--- config.mk ---
export PLATFORM = sky130hd
export DESIGN_NAME = sustained_level_trigger_flat
export DESIGN_NICKNAME = d
export VERILOG_FILES = /design/src/slt_pkg.sv /design/src/slt_if.sv /design/src/sustained_level_trigger.sv /design/src/flat_wrapper.sv
export VERILOG_INCLUDE_DIRS = /design/src /design/src/src
export SDC_FILE = /design/constraint.sdc
export NUM_CORES = 1
export LEC_CHECK = 0
export ABC_AREA = 1
export ABC_CLOCK_PERIOD_IN_PS = 9570
export BUFFER_PORTS_ARGS = -buffer_cell sky130_fd_sc_hd__buf_2
export CAP_MARGIN = 15
export CORE_UTILIZATION = 61
export DETAILED_ROUTE_END_ITERATION = 8
export HOLD_SLACK_MARGIN = 0.03
export PLACE_DENSITY = 0.88
export SETUP_SLACK_MARGIN = 0.2
export SYNTH_ARGS = -nofsm -noshare
export SYNTH_HDL_FRONTEND = slang
export SYNTH_SLANG_ARGS = --single-unit
--- constraint.sdc ---
create_clock -name clk -period 9.57 [get_ports clk]
set_clock_uncertainty 0.2 [all_clocks]
set_input_delay 1.4355 -clock clk [delete_from_list [all_inputs] [get_ports clk]]
set_output_delay 1.4355 -clock clk [all_outputs]
set_load 0.03 [all_outputs]
--- src/sustained_level_trigger_defines.svh ---
// ---------------------------------------------------------------------------
// sustained_level_trigger_defines
// Assertion macros shared by the trigger block.
// ---------------------------------------------------------------------------
`ifndef SUSTAINED_LEVEL_TRIGGER_DEFINES_SVH
`define SUSTAINED_LEVEL_TRIGGER_DEFINES_SVH

// antecedent implies consequent in the same cycle
`define SLT_ASSERT_IMPL(label, ante, cons, msg) \
	label: assert property (@(posedge clk) disable iff (!arst_n) (ante) |-> (cons)) \
		else $error(msg);

// expression must never hold
`define SLT_ASSERT_NEVER(label, expr, msg) \
	label: assert property (@(posedge clk) disable iff (!arst_n) 1'b1 |-> !(expr)) \
		else $error(msg);

`endif

--- src/slt_pkg.sv ---
// ---------------------------------------------------------------------------
// slt_pkg
// Types and constants for the sustained level trigger.
// ---------------------------------------------------------------------------
package slt_pkg;

	// default widths of the time and level fields
	localparam int TIME_WIDTH_DEF  = 48;
	localparam int LEVEL_WIDTH_DEF = 15;

	// configuration port
	localparam int CFG_IDX_W  = 3;
	localparam int CFG_DATA_W = 16;

	typedef enum logic [CFG_IDX_W-1:0] {
		CFG_ENABLE      = 3'd0,
		CFG_FLOOR_MULT  = 3'd1,
		CFG_FLOOR_MIN   = 3'd2,
		CFG_HOLD_TIME   = 3'd3,
		CFG_COOLDOWN_S  = 3'd4
	} cfg_idx_t;

	// register widths
	localparam int MULT_W     = 8;
	localparam int ABS_W      = 15;
	localparam int SUSTAIN_W  = 16;
	localparam int COOLDOWN_W = 13;

	// scaled register widths (microseconds)
	localparam int SUSTAIN_US_W  = 26;
	localparam int COOLDOWN_US_W = 32;
	localparam int CD_PROD_W     = 33;

	// unit conversions
	localparam logic [9:0]  US_PER_MS = 10'd1000;
	localparam logic [19:0] US_PER_S  = 20'd1000000;

	// reset values
	localparam logic                     ENABLE_RST      = 1'b1;
	localparam logic [MULT_W-1:0]        FLOOR_MULT_RST  = 8'd3;
	localparam logic [ABS_W-1:0]         FLOOR_MIN_RST   = 15'd500;
	localparam logic [SUSTAIN_US_W-1:0]  SUSTAIN_US_RST  = 26'd300000;
	localparam logic [COOLDOWN_US_W-1:0] COOLDOWN_US_RST = 32'd30000000;

	// reported threshold field
	localparam int             THR_W   = 23;
	localparam logic [THR_W-1:0] THR_MAX = 23'h7FFFFF;

endpackage

--- src/slt_if.sv ---
// ---------------------------------------------------------------------------
// slt_if
// Valid/ready channels for poll transactions and trigger results.
// ---------------------------------------------------------------------------
interface slt_in_if #(
	parameter int TIME_WIDTH  = slt_pkg::TIME_WIDTH_DEF,
	parameter int LEVEL_WIDTH = slt_pkg::LEVEL_WIDTH_DEF
);
	logic                   valid;
	logic                   ready;
	logic [TIME_WIDTH-1:0]  time_us;
	logic [LEVEL_WIDTH-1:0] level_rms;
	logic [LEVEL_WIDTH-1:0] noise_median;
	logic                   floor_warm;
	logic                   recorder_accepts;

	modport source (output valid, time_us, level_rms, noise_median, floor_warm,
		recorder_accepts, input ready);
	modport sink (input valid, time_us, level_rms, noise_median, floor_warm,
		recorder_accepts, output ready);
endinterface

interface slt_out_if;
	logic                     valid;
	logic                     ready;
	logic                     trigger_request;
	logic                     trigger_taken;
	logic [slt_pkg::THR_W-1:0] threshold;
	logic                     in_cooldown;
	logic                     sustaining;

	modport source (output valid, trigger_request, trigger_taken, threshold,
		in_cooldown, sustaining, input ready);
	modport sink (input valid, trigger_request, trigger_taken, threshold,
		in_cooldown, sustaining, output ready);
endinterface

--- src/sustained_level_trigger.sv ---
// Path: a poll is captured in the input register, then its result in the result register.
// Throughput: one poll per cycle unless out_ch stalls; the input register refills while a result waits.
// Per-item path: one 8 x LEVEL_WIDTH multiply and a few TIME_WIDTH subtract/compares.
// Reset: sustain timer stopped, no fire recorded, registers at their defaults.
// ---------------------------------------------------------------------------
// sustained_level_trigger
// Threshold trigger with sustain timer and post-fire cooldown window.
// ---------------------------------------------------------------------------
`include "sustained_level_trigger_defines.svh"

module sustained_level_trigger #(
	parameter int TIME_WIDTH  = slt_pkg::TIME_WIDTH_DEF,
	parameter int LEVEL_WIDTH = slt_pkg::LEVEL_WIDTH_DEF
) (
	input  logic                           clk,
	input  logic                           arst_n,
	input  logic                           cfg_we,
	input  logic [slt_pkg::CFG_IDX_W-1:0]  cfg_index,
	input  logic [slt_pkg::CFG_DATA_W-1:0] cfg_wdata,
	slt_in_if.sink                         in_ch,
	slt_out_if.source                      out_ch
);

	localparam int THR_FULL_W = slt_pkg::MULT_W + LEVEL_WIDTH;
	localparam int SAT_W = (THR_FULL_W > slt_pkg::THR_W) ? THR_FULL_W : slt_pkg::THR_W;

	// configuration registers
	logic                                 enable_q;
	logic [slt_pkg::MULT_W-1:0]           mult_q;
	logic [slt_pkg::ABS_W-1:0]            floor_min_q;
	logic [slt_pkg::SUSTAIN_US_W-1:0]     sustain_us_q;
	logic [slt_pkg::COOLDOWN_US_W-1:0]    cooldown_us_q;

	logic [slt_pkg::SUSTAIN_US_W-1:0]     sustain_us_new;
	logic [slt_pkg::CD_PROD_W-1:0]        cd_prod;

	// input stage
	logic                   valid_s1;
	logic [TIME_WIDTH-1:0]  time_s1;
	logic [LEVEL_WIDTH-1:0] level_s1;
	logic [LEVEL_WIDTH-1:0] noise_s1;
	logic                   warm_s1;
	logic                   accepts_s1;

	// trigger state
	logic                   above_q;
	logic [TIME_WIDTH-1:0]  above_start_q;
	logic                   fired_q;
	logic [TIME_WIDTH-1:0]  last_fire_q;

	// result register
	logic                      out_valid_q;
	logic                      req_q;
	logic                      taken_q;
	logic [slt_pkg::THR_W-1:0] thr_q;
	logic                      cool_q;
	logic                      sust_q;

	// item logic
	logic                      advance;
	logic [THR_FULL_W-1:0]     thr_prod;
	logic [THR_FULL_W-1:0]     thr_full;
	logic [slt_pkg::THR_W-1:0] thr_sat;
	logic [TIME_WIDTH-1:0]     cool_diff;
	logic [TIME_WIDTH-1:0]     start_time;
	logic [TIME_WIDTH-1:0]     elapsed;
	logic                      is_cool;
	logic                      is_above;
	logic                      met;
	logic                      req_d;
	logic                      taken_d;
	logic                      cool_d;
	logic                      above_d;

	// handshake
	assign advance     = valid_s1 && (!out_valid_q || out_ch.ready);
	assign in_ch.ready = !valid_s1 || advance;

	// scaled values of the time registers, saturated cooldown
	assign sustain_us_new = slt_pkg::SUSTAIN_US_W'(cfg_wdata[slt_pkg::SUSTAIN_W-1:0])
		* slt_pkg::SUSTAIN_US_W'(slt_pkg::US_PER_MS);
	assign cd_prod = slt_pkg::CD_PROD_W'(cfg_wdata[slt_pkg::COOLDOWN_W-1:0])
		* slt_pkg::CD_PROD_W'(slt_pkg::US_PER_S);

	// configuration writes
	always_ff @(posedge clk or negedge arst_n) begin
		if (!arst_n) begin
			enable_q      <= slt_pkg::ENABLE_RST;
			mult_q        <= slt_pkg::FLOOR_MULT_RST;
			floor_min_q   <= slt_pkg::FLOOR_MIN_RST;
			sustain_us_q  <= slt_pkg::SUSTAIN_US_RST;
			cooldown_us_q <= slt_pkg::COOLDOWN_US_RST;
		end else if (cfg_we) begin
			unique case (cfg_index)
				slt_pkg::CFG_ENABLE:     enable_q    <= cfg_wdata[0];
				slt_pkg::CFG_FLOOR_MULT: mult_q      <= cfg_wdata[slt_pkg::MULT_W-1:0];
				slt_pkg::CFG_FLOOR_MIN:  floor_min_q <= cfg_wdata[slt_pkg::ABS_W-1:0];
				slt_pkg::CFG_HOLD_TIME:  sustain_us_q <= sustain_us_new;
				slt_pkg::CFG_COOLDOWN_S: begin
					if (cd_prod[slt_pkg::CD_PROD_W-1])
						cooldown_us_q <= '1;
					else
						cooldown_us_q <= cd_prod[slt_pkg::COOLDOWN_US_W-1:0];
				end
				default: ;
			endcase
		end
	end

	// input register
	always_ff @(posedge clk or negedge arst_n) begin
		if (!arst_n) begin
			valid_s1 <= 1'b0;
		end else if (in_ch.ready) begin
			valid_s1 <= in_ch.valid;
		end
	end

	always_ff @(posedge clk) begin
		if (in_ch.valid && in_ch.ready) begin
			time_s1    <= in_ch.time_us;
			level_s1   <= in_ch.level_rms;
			noise_s1   <= in_ch.noise_median;
			warm_s1    <= in_ch.floor_warm;
			accepts_s1 <= in_ch.recorder_accepts;
		end
	end

	// threshold: max of scaled noise floor and absolute floor, saturated for report
	always_comb begin
		thr_prod = THR_FULL_W'(mult_q) * THR_FULL_W'(noise_s1);
		if (thr_prod < THR_FULL_W'(floor_min_q))
			thr_full = THR_FULL_W'(floor_min_q);
		else
			thr_full = thr_prod;
		if (SAT_W'(thr_full) > SAT_W'(slt_pkg::THR_MAX))
			thr_sat = slt_pkg::THR_MAX;
		else
			thr_sat = slt_pkg::THR_W'(SAT_W'(thr_full));
	end

	// cooldown window and sustain timer
	always_comb begin
		cool_diff  = time_s1 - last_fire_q;
		is_cool    = fired_q && (cool_diff[31:0] < cooldown_us_q);
		is_above   = THR_FULL_W'(level_s1) > thr_full;
		start_time = above_q ? above_start_q : time_s1;
		elapsed    = time_s1 - start_time;
		met        = elapsed >= TIME_WIDTH'(sustain_us_q);

		req_d   = 1'b0;
		taken_d = 1'b0;
		cool_d  = 1'b0;
		above_d = 1'b0;
		if (warm_s1 && enable_q) begin
			if (is_cool) begin
				cool_d = 1'b1;
			end else if (is_above) begin
				if (met) begin
					req_d   = 1'b1;
					taken_d = accepts_s1;
				end else begin
					above_d = 1'b1;
				end
			end
		end
	end

	// trigger state update
	always_ff @(posedge clk or negedge arst_n) begin
		if (!arst_n) begin
			above_q <= 1'b0;
			fired_q <= 1'b0;
		end else if (advance) begin
			above_q <= above_d;
			if (taken_d)
				fired_q <= 1'b1;
		end
	end

	always_ff @(posedge clk) begin
		if (advance) begin
			above_start_q <= start_time;
			if (taken_d)
				last_fire_q <= time_s1;
		end
	end

	// result register
	always_ff @(posedge clk or negedge arst_n) begin
		if (!arst_n) begin
			out_valid_q <= 1'b0;
		end else if (advance) begin
			out_valid_q <= 1'b1;
		end else if (out_ch.ready) begin
			out_valid_q <= 1'b0;
		end
	end

	always_ff @(posedge clk) begin
		if (advance) begin
			req_q   <= req_d;
			taken_q <= taken_d;
			thr_q   <= thr_sat;
			cool_q  <= cool_d;
			sust_q  <= above_d;
		end
	end

	assign out_ch.valid           = out_valid_q;
	assign out_ch.trigger_request = req_q;
	assign out_ch.trigger_taken   = taken_q;
	assign out_ch.threshold       = thr_q;
	assign out_ch.in_cooldown     = cool_q;
	assign out_ch.sustaining      = sust_q;

	// checks
	`SLT_ASSERT_IMPL(a_taken_needs_req, out_valid_q && taken_q, req_q, "taken without request")
	`SLT_ASSERT_IMPL(a_cool_no_req, out_valid_q && cool_q, !req_q && !sust_q, "activity in cooldown")
	`SLT_ASSERT_IMPL(a_req_stops_timer, out_valid_q && req_q, !sust_q, "timer kept after request")
	`SLT_ASSERT_NEVER(a_fired_sticky, $fell(fired_q), "fire record lost")

endmodule

--- src/flat_wrapper.sv ---
// flat-port wrapper written by rule: the top's interface ports become plain ports
module sustained_level_trigger_flat 
#(
	parameter int TIME_WIDTH  = slt_pkg::TIME_WIDTH_DEF,
	parameter int LEVEL_WIDTH = slt_pkg::LEVEL_WIDTH_DEF
)
  (clk, arst_n, cfg_we, cfg_index, cfg_wdata, in_ch_valid, in_ch_time_us, in_ch_level_rms, in_ch_noise_median, in_ch_floor_warm, in_ch_recorder_accepts, in_ch_ready, out_ch_valid, out_ch_trigger_request, out_ch_trigger_taken, out_ch_threshold, out_ch_in_cooldown, out_ch_sustaining, out_ch_ready);
  slt_in_if #(.TIME_WIDTH(TIME_WIDTH), .LEVEL_WIDTH(LEVEL_WIDTH)) in_ch_i ();
  slt_out_if out_ch_i ();
  input  logic clk;
  input  logic arst_n;
  input  logic cfg_we;
  input  logic [slt_pkg::CFG_IDX_W-1:0] cfg_index;
  input  logic [slt_pkg::CFG_DATA_W-1:0] cfg_wdata;
  input wire logic [$bits(in_ch_i.valid)-1:0] in_ch_valid;
  input wire logic [$bits(in_ch_i.time_us)-1:0] in_ch_time_us;
  input wire logic [$bits(in_ch_i.level_rms)-1:0] in_ch_level_rms;
  input wire logic [$bits(in_ch_i.noise_median)-1:0] in_ch_noise_median;
  input wire logic [$bits(in_ch_i.floor_warm)-1:0] in_ch_floor_warm;
  input wire logic [$bits(in_ch_i.recorder_accepts)-1:0] in_ch_recorder_accepts;
  output wire logic [$bits(in_ch_i.ready)-1:0] in_ch_ready;
  output wire logic [$bits(out_ch_i.valid)-1:0] out_ch_valid;
  output wire logic [$bits(out_ch_i.trigger_request)-1:0] out_ch_trigger_request;
  output wire logic [$bits(out_ch_i.trigger_taken)-1:0] out_ch_trigger_taken;
  output wire logic [$bits(out_ch_i.threshold)-1:0] out_ch_threshold;
  output wire logic [$bits(out_ch_i.in_cooldown)-1:0] out_ch_in_cooldown;
  output wire logic [$bits(out_ch_i.sustaining)-1:0] out_ch_sustaining;
  input wire logic [$bits(out_ch_i.ready)-1:0] out_ch_ready;
  assign in_ch_i.valid = in_ch_valid;
  assign in_ch_i.time_us = in_ch_time_us;
  assign in_ch_i.level_rms = in_ch_level_rms;
  assign in_ch_i.noise_median = in_ch_noise_median;
  assign in_ch_i.floor_warm = in_ch_floor_warm;
  assign in_ch_i.recorder_accepts = in_ch_recorder_accepts;
  assign in_ch_ready = in_ch_i.ready;
  assign out_ch_valid = out_ch_i.valid;
  assign out_ch_trigger_request = out_ch_i.trigger_request;
  assign out_ch_trigger_taken = out_ch_i.trigger_taken;
  assign out_ch_threshold = out_ch_i.threshold;
  assign out_ch_in_cooldown = out_ch_i.in_cooldown;
  assign out_ch_sustaining = out_ch_i.sustaining;
  assign out_ch_i.ready = out_ch_ready;
  sustained_level_trigger #(.TIME_WIDTH(TIME_WIDTH), .LEVEL_WIDTH(LEVEL_WIDTH)) u_core (.clk(clk), .arst_n(arst_n), .cfg_we(cfg_we), .cfg_index(cfg_index), .cfg_wdata(cfg_wdata), .in_ch(in_ch_i), .out_ch(out_ch_i));
endmodule
# Yosys cells after proc, flatten, opt, wreduce, memory -nomap -nowiden
# Index checks and enable logic that the tools add are counted.
# word_totals
output_inout_bits	29
mem_count	0
in_bits	104
latchBits	0
reg_bits	270
wordCells	69
ramBits	0
mem_bits_ro	0
# classes
multipliers	3
shift	0
eq_ne	4
bitwise	2
n_reduce_logical	17
n_div	0
addsub	2
n_mux	15
magnitude_cmp	5
# op_table
op	n
48-bit by 26-bit greater-or-equal comparator with 1-bit output	1
48-bit two-way mux	1
48-bit subtractor	1
32-bit less-than comparator	1
32-bit two-way mux	1
32-bit subtractor	1
13-bit by 14-bit multiplier with 27-bit output, second input constant	1
15-bit by 23-bit greater-than comparator with 1-bit output	1
23-bit greater-than comparator, second input constant	1
23-bit by 15-bit less-than comparator with 1-bit output	1
16-bit by 7-bit multiplier with 23-bit output, second input constant	1
8-bit by 15-bit multiplier with 23-bit output	1
23-bit two-way mux	1
1-bit two-way mux	12
2-bit AND reduction	6
3-bit by 2-bit == test with 1-bit output, second input constant	2
1-bit logical AND	4
3-bit by 1-bit == test with 1-bit output, second input constant	1
3-bit == test, second input constant	1
3-bit zero test	1
3-bit OR reduction	1
1-bit zero test	2
1-bit logical OR	2
1-bit NOT	2
2-bit nonzero test	1

# Logic depth before layout (Yosys ltp)
# Gate-level depths: netlist of the first run.
# logic_depth
ltp_word	8
ltp_mapped	45

# Worst setup path before layout of the first run
# Ideal clock, no wire load.
# synth_path
path_type	reg-to-reg
startpoint	register u_core.mult_q[7] in the netlist's numbering
endpoint	register u_core.last_fire_q[0] (enable)
path_slack_ns	0.955
stages_incl_launch_ff	38
arrival_time_ns	7.994
required_ns	8.949
cell_sequence	dfrtp_1 clkbuf_1 clkbuf_1 nand2_1 fa_1 fa_1 inv_1 fa_1 inv_1 fa_1 inv_1 ha_1 nand2_1 nand2_1 a21oi_1 o21ai_1 a31oi_1 xnor2_1 [2 not listed] nor2_1 a211oi_1 nand4_4 nor2_8 nand2_4 clkbuf_1 buf_2 nand2_1 o21ai_0 inv_1 ha_1 nand2_1 nor2_1 nand4_1 nor3_1 nor4_2 nand4_1 nor2_1
# synth_between
elab_chain_len	8
# synth_rtl
item	line_no	rtl
start, declared	sustained_level_trigger.sv:29	logic [slt_pkg::MULT_W-1:0] mult_q;
start signal, assigned	sustained_level_trigger.sv:89	mult_q <= slt_pkg::FLOOR_MULT_RST;
start signal, assigned	sustained_level_trigger.sv:96	slt_pkg::CFG_FLOOR_MULT: mult_q <= cfg_wdata[slt_pkg::MULT_W-1:0];
8-bit by 15-bit multiplier with 23-bit output *	sustained_level_trigger.sv:131	thr_prod = THR_FULL_W'(mult_q) * THR_FULL_W'(noise_s1);
23-bit by 15-bit less-than comparator with 1-bit output	sustained_level_trigger.sv:132	if (thr_prod < THR_FULL_W'(floor_min_q))
23-bit two-way mux *	sustained_level_trigger.sv:132	
15-bit by 23-bit greater-than comparator with 1-bit output *	sustained_level_trigger.sv:146	is_above = THR_FULL_W'(level_s1) > thr_full;
1-bit two-way mux *	sustained_level_trigger.sv:158	end else if (is_above) begin
1-bit two-way mux *	sustained_level_trigger.sv:156	if (is_cool) begin
1-bit two-way mux *	sustained_level_trigger.sv:155	if (warm_s1 && enable_q) begin
2-bit AND reduction (no line) *	n/a	
end signal, assigned	sustained_level_trigger.sv:185	last_fire_q <= time_s1;
end, declared	sustained_level_trigger.sv:49	logic [TIME_WIDTH-1:0] last_fire_q;
# Every way passes the cells marked *; elsewhere a longest branch is shown, timed or not.
# A chain may end at the register's enable or synchronous reset.

# Final worst setup path of the first run
# layout_path
startpoint	register u_core.mult_q[7] in the netlist's numbering
endpoint	register u_core.last_fire_q[30] (enable)
# Same word-level chain as after synthesis.

==> reports/metrics.cfg, run 1 <==
[yosys]
synth-seq-cells=265
syn_area_um2=26600
synth.distinct_cells=55
synth_top_cell_by_area=edfxtp_1
synthMuxAreaShare_pct=0
async_flop_share_pct=29.4
synth_fa_ha_area_share_pct=28.6
synth-edff-count=187
syn-num-nets=3904
avgSynthCellArea_um2=8.06
synth-xor-area-share_pct=3.30
yosys.area_share.simple_pct=17.9
synth_top_family_by_area=adder cells
yosys.area.top_type_share_pct=21.1
synth-compound-area-share_pct=9.95
synth_area_leaders=edfxtp_1, ha_1, fa_1
ys_warn_count=0
syn_inst=3295
synth-main-ff-cell=edfxtp_1
synth-seq-area-share_pct=28.6

[setup_path]
crit_top_cell=nand2_1
cpMaxStageDelayCell=dfrtp_1
r2r-start=u_core.mult_q[7]
setup.worst_path.class=reg -> reg
crit_arrival_ns=8.32
cpPeakStageDelay_ns=0.74
path_max_fanout=32
cp-end-kind=flip-flop
crit_path_start=u_core.mult_q[7]
critPathLaunchType=flip-flop
crit_required_ns=9.61

[routing]
avgViaCountPerCell=5.52
firstDrtPassIters=6
postRouteAntennaNets=0
route.detailed.drc=0
vias=22169
drt_iter0_markers=1844
routed_wl_mm=68.2
avgRoutedWirePerCell_um=17.0

[die]
initial_core_util_pct=61.8
die_area_um2=44400
core-area_um2=43000
die_w_um=211
ioPinCount=133
rows=76
fp.dieH_um=211

[min_path]
worstHoldPathType=reg -> reg
min_from=u_core.sustain_us_q[13]

[sta]
rsz0062_at_grt=false
maxSlewHeadroom_pct=40.1
tightest_slew_ns=0.896
maxSlewViolCount=0
period_needed_ns=8.28
tns_ns=0
fmax_mhz=121
finalHoldViolCount=0
finalSetupViolCount=0
whs_ns=0.289
fin_crit_sh_pct=86.5
setup_ws_ns=1.29

[placement]
dp.cells=3962
gp_congestion=0.997
portBuffers=132
dp.final_hpwl_mm=54.5
place_area_um2=27800
place_ws_ns=1.41

[clock_network]
clk_pin_slew_ns=0.06
clock_latency_ns=0.60
hold_buffers=0
cts_resized=0
cts_setup_buffers=0
cts_buffers=29
htreeDepth=1
clk_path_buf_depth=3
clockRootBuffer=clkbuf_16
clock-sinks=265
cts_tree=yes

[power_and_ir_drop]
powerDensity_nw_per_um2=294
p_leak_nw=15.2
ir_worst_vdd_mv=0.265
finalPower_mw=8.45

[grt]
grt_antenna_before_repair=1
grt_pass1_wl_mm=111
grt_usage_pct=31.6
grt_overflow=0
grt_pass1_vias=21941
grt_max_degree=97

[cells_and_area]
drive_gt1_share_pct=7.64
fill_cells=3437
utilization_pct=66.9
fin_nets=4017
multi_input_area_um2=15900
final_cells=4017
synthToLayoutAreaGrowth_pct=8.26
seqCellArea_um2=7600
stdcell_area_um2=28800

[status]
status=complete, no violations

[flow_run]
max-cap-violations=0

## placed cells by master (no fill, tap or decap), types with 9 or more instances in the layout
cell	n
buf_2	131
a21oi_1	195
o21ai_0	183
edfxtp_1	187
o21bai_1	20
nor3_1	27
o22ai_1	15
xnor2_1	32
nor2_1	208
dfstp_2	27
inv_1	751
nand2_1	697
clkbuf_16	30
nand3_1	97
nand4_1	45
xor2_1	68
nand2_2	9
fa_1	171
a22oi_1	12
ha_1	334
dfrtp_1	50
## cell usage after synthesis, types with 6 or more instances
| library cell | instances |
|---|---|
| nand3_2 | 6 |
| o21ai_0 | 183 |
| a21boi_0 | 6 |
| a22oi_1 | 12 |
| fa_1 | 171 |
| nor3_1 | 27 |
| inv_2 | 7 |
| nand3b_1 | 7 |
| o21ai_1 | 7 |
| a31oi_1 | 6 |
| nand2_1 | 697 |
| nand2_2 | 9 |
| ha_1 | 334 |
| dfrtp_1 | 51 |
| xnor2_1 | 32 |
| dfstp_2 | 27 |
| nand3_1 | 97 |
| nor4_1 | 6 |
| a211oi_1 | 7 |
| nor2_1 | 209 |
| o21bai_1 | 20 |
| a21o_1 | 6 |
| clkbuf_1 | 53 |
| xor2_1 | 68 |
| edfxtp_1 | 187 |
| nand4_1 | 45 |
| inv_1 | 753 |
| o211ai_1 | 6 |
| o22ai_1 | 15 |
| a21oi_1 | 195 |
## cell type report
cell class / count / share of cell area (%)
antenna: 1 / 0.00870
clock buffer: 41 / 2.89
clock inverter: 13 / 0.483
inverter: 760 / 9.93
multi-input combinational: 2214 / 55.2
sequential: 265 / 26.4
tap: 585 / 2.55
timing repair buffer: 138 / 2.46
## where the power goes
| part | leakage, nW | internal, mW | switching (mW) |
|---|---|---|---|
| registers | 2.66 | 1.55 | 0.146 |
| logic | 12.1 | 2.00 | 3.60 |
| clock network | 0.479 | 0.661 | 0.491 |
## critical path, delay by kind of cell, from the launching register on
| family | cells | cell delay [ns] |
|---|---|---|
| AOI/OAI and AO/OA | 5 | 1.21 |
| DFF | 1 | 0.74 |
| adders and majority gates | 7 | 3.08 |
| xor gates and xnor gates | 1 | 0.18 |
| buffers and inverters | 5 | 0.62 |
| and+or+nand+nor | 15 | 1.87 |
## layer usage
layer	routed length [um]	up-vias	global-route usage, %	part of all wire, %
li1	-	10690	-	-
met1	28600	10360	42.6	42
met2	31800	933	52.7	47
met3	5370	186	4.22	7.9
met4	2450	0	10.5	3.6
met5	0	-	0	0
## path summary, 6_finish.rpt
path | to | slack, ns | cells after the start
min in group asynchronous | u_core.mult_q[4] | 0.49 | 1
max | u_core.last_fire_q[30] | 1.29 | 33
max in group asynchronous | u_core.above_q | 7.51 | 2
min | u_core.sustain_us_q[13] | 0.29 | 2
max reg2reg | u_core.last_fire_q[30] | 1.29 | 33
min reg2reg | u_core.sustain_us_q[13] | 0.29 | 2
## logic make-up after synthesis
kind of cell | Yosys count
buffers and inverters | 816
and+or+nand+nor | 1127
xor gates and xnor gates | 100
adders and majority gates | 505
DFF | 265
AOI/OAI and AO/OA | 482
## flip-flops by register name, indices dropped and copies added (netlist names), 8 cells and up
name and flops:
u_core.sustain_us_q 23, u_core.level_s1 15, u_core.last_fire_q 32, u_core.above_start_q 48, u_core.out_ch.threshold 23, u_core.noise_s1 15, u_core.cooldown_us_q 27, u_core.mult_q 8
u_core.floor_min_q 15, u_core.time_s1 48
No activity file was read; power rests on OpenSTA's default activity.
==> run 2: changes to the inputs <==
--- a/config.mk
+++ b/config.mk
@@ -14,6 +14,7 @@
 export DETAILED_ROUTE_END_ITERATION = 8
 export HOLD_SLACK_MARGIN = 0.03
 export PLACE_DENSITY = 0.88
+export RECOVER_POWER = 25
 export SETUP_SLACK_MARGIN = 0.2
 export SYNTH_ARGS = -nofsm -noshare
 export SYNTH_HDL_FRONTEND = slang
==> run 2 against run 1 <==
Against the previous run:
- global-route usage unchanged
- highest routed layer unchanged
- register-to-register slack better by 0.02 ns
- sequential cell count unchanged
==> reports/metrics.cfg, run 2 (synthesized netlist as in run 1, its figures left out) <==
[status]
status=complete, no violations

[power_and_ir_drop]
finalPower_mw=8.46  ; about the same
powerDensity_nw_per_um2=294  ; about the same
ir_worst_vdd_mv=0.265  ; about the same
p_leak_nw=15.2  ; about the same

[sta]
tightest_slew_ns=0.906  ; +0.0105 ns
fmax_mhz=121  ; +0.29%
maxSlewHeadroom_pct=39.4  ; -0.70 points
period_needed_ns=8.25  ; -0.0243 ns
finalSetupViolCount=0  ; unchanged
fin_crit_sh_pct=86.3  ; -0.25 points
rsz0062_at_grt=false
maxSlewViolCount=0  ; unchanged
finalHoldViolCount=0  ; unchanged
tns_ns=0  ; unchanged
whs_ns=0.286  ; -0.00310 ns

[grt]
grt_overflow=0  ; unchanged
grt_antenna_before_repair=1  ; unchanged
grt_pass1_vias=21941  ; unchanged
grt_max_degree=97  ; unchanged
grt_usage_pct=31.6  ; unchanged
grt_pass1_wl_mm=111  ; unchanged

[min_path]
worstHoldPathType=reg -> reg
holdPathStages=2  ; unchanged
whs_endpoint=u_core.sustain_us_q[13]
min_from=u_core.sustain_us_q[13]

[die]
die_w_um=211  ; unchanged
ioPinCount=133  ; unchanged
initial_core_util_pct=61.8  ; unchanged
rows=76  ; unchanged
die_area_um2=44400  ; unchanged
fp.dieH_um=211  ; unchanged
core-area_um2=43000  ; unchanged

[cells_and_area]
largestRegisters=u_core.above_start_q (48), u_core.time_s1 (48), u_core.last_fire_q (32)
layout_commonest_cell=inv_1
drive_gt1_share_pct=7.55  ; -0.087 points
utilization_pct=66.9  ; about the same
stdcell_area_um2=28700  ; about the same
fin_nets=4017  ; unchanged
final_cell_mix=inv_1, nand2_1, ha_1
synthToLayoutAreaGrowth_pct=8.24  ; about the same

[setup_path]
cp-end-kind=flip-flop
critPathLaunchType=flip-flop
crit_top_cell=nand2_1
path_max_fanout=32  ; unchanged
setup.worst_path.class=reg -> reg
crit_required_ns=9.61  ; about the same
r2r-start=u_core.mult_q[7]
cpMaxStageDelayCell=dfrtp_1
cpPeakStageDelay_ns=0.73  ; about the same
worst_r2r_endpoint=u_core.last_fire_q[24]
r2r_slack_ns=1.32  ; +0.02 ns
reg2reg_depth=33  ; unchanged
crit_arrival_ns=8.29  ; -0.03 ns

[clock_network]
hold_buffers=0  ; unchanged
clk_path_buf_depth=3  ; unchanged
cts_tree=yes
htreeDepth=1  ; unchanged
cts_resized=0  ; unchanged
clock-sinks=265  ; unchanged
cts_buffers=29  ; unchanged
clockRootBuffer=clkbuf_16
clock_latency_ns=0.60  ; about the same
cts_setup_buffers=0  ; unchanged
clk_pin_slew_ns=0.06  ; about the same

[routing]
firstDrtPassIters=6  ; unchanged
postRouteAntennaNets=0  ; unchanged
vias=22133  ; -0.16%
routed_wl_mm=68.1  ; -0.13%
route.detailed.drc=0  ; unchanged
drt_iter0_markers=1922  ; +4.2%
avgRoutedWirePerCell_um=16.9  ; -0.13%
avgViaCountPerCell=5.51  ; -0.16%

[placement]
dp.final_hpwl_mm=54.5  ; unchanged
portBuffers=132  ; unchanged
gp_congestion=0.997  ; unchanged
place_area_um2=27800  ; unchanged

[flow_run]
max-cap-violations=0  ; unchanged

==> run 2: changes by cell type in the layout (fill, tap and decap cells not counted) <==
| cell | delta |
|---|---|
| buf_4 | -1 |
| clkbuf_1 | +3 |
| buf_2 | -2 |
==> run 2: worst max-delay path by stage <==
stage | start | endpoint | slack [ns]
global placement | u_core.mult_q[7] | u_core.last_fire_q[26] | 1.63
global route | u_core.mult_q[7] | u_core.last_fire_q[2] | 0.71
floorplan | u_core.mult_q[7] | u_core.last_fire_q[0] | 0.96
CTS | u_core.mult_q[7] | u_core.last_fire_q[21] | 1.36
detailed placement | u_core.mult_q[6] | u_core.last_fire_q[26] | 1.41
finish | u_core.mult_q[7] | u_core.last_fire_q[24] | 1.32
==> run 2: area by class of cell <==
class,count,area (um^2)
Multi-Input combinational cell,2214,15900
Fill cell,3439,14200
Sequential cell,265,7600
Inverter,760,2860
Clock buffer,41,830
Tap cell,585,732
Timing Repair Buffer,138,702
Clock inverter,13,139
Antenna cell,1,2.50
==> run 2: where the power goes <==
group          total, mW  switching [mW]  leakage (nW)  internal, mW
Clock               1.15           0.490         0.479         0.661
Sequential          1.70           0.146          2.66          1.55
Combinational       5.61            3.61          12.0          2.00
==> run 2: metal layers <==
layer	up-vias	part of all wire, %	global-route usage [%]
met1	10345	42	42.6
met4	0	3.6	10.5
met3	173	7.9	4.22
li1	10703	-	-
met2	912	47	52.7
met5	-	0	0
==> run 2: stage by stage <==
stage          worst slack, ns  std cells
6_report                  1.32       4017
5_1_grt                  0.713       4017
4_1_cts                   1.36       4016
3_5_place_dp              1.41       3962
3_3_place_gp              1.63       3962
2_1_floorplan            0.955       3295
==> run 2: critical path: cells and delay by family (launching register included) <==
| kind | cells | cell delay [ns] |
|---|---|---|
| flops | 1 | 0.73 |
| simple gates | 15 | 1.86 |
| fa+ha+maj | 7 | 3.08 |
| compound gates | 5 | 1.19 |
| buf+inv | 5 | 0.63 |
| xor+xnor | 1 | 0.18 |
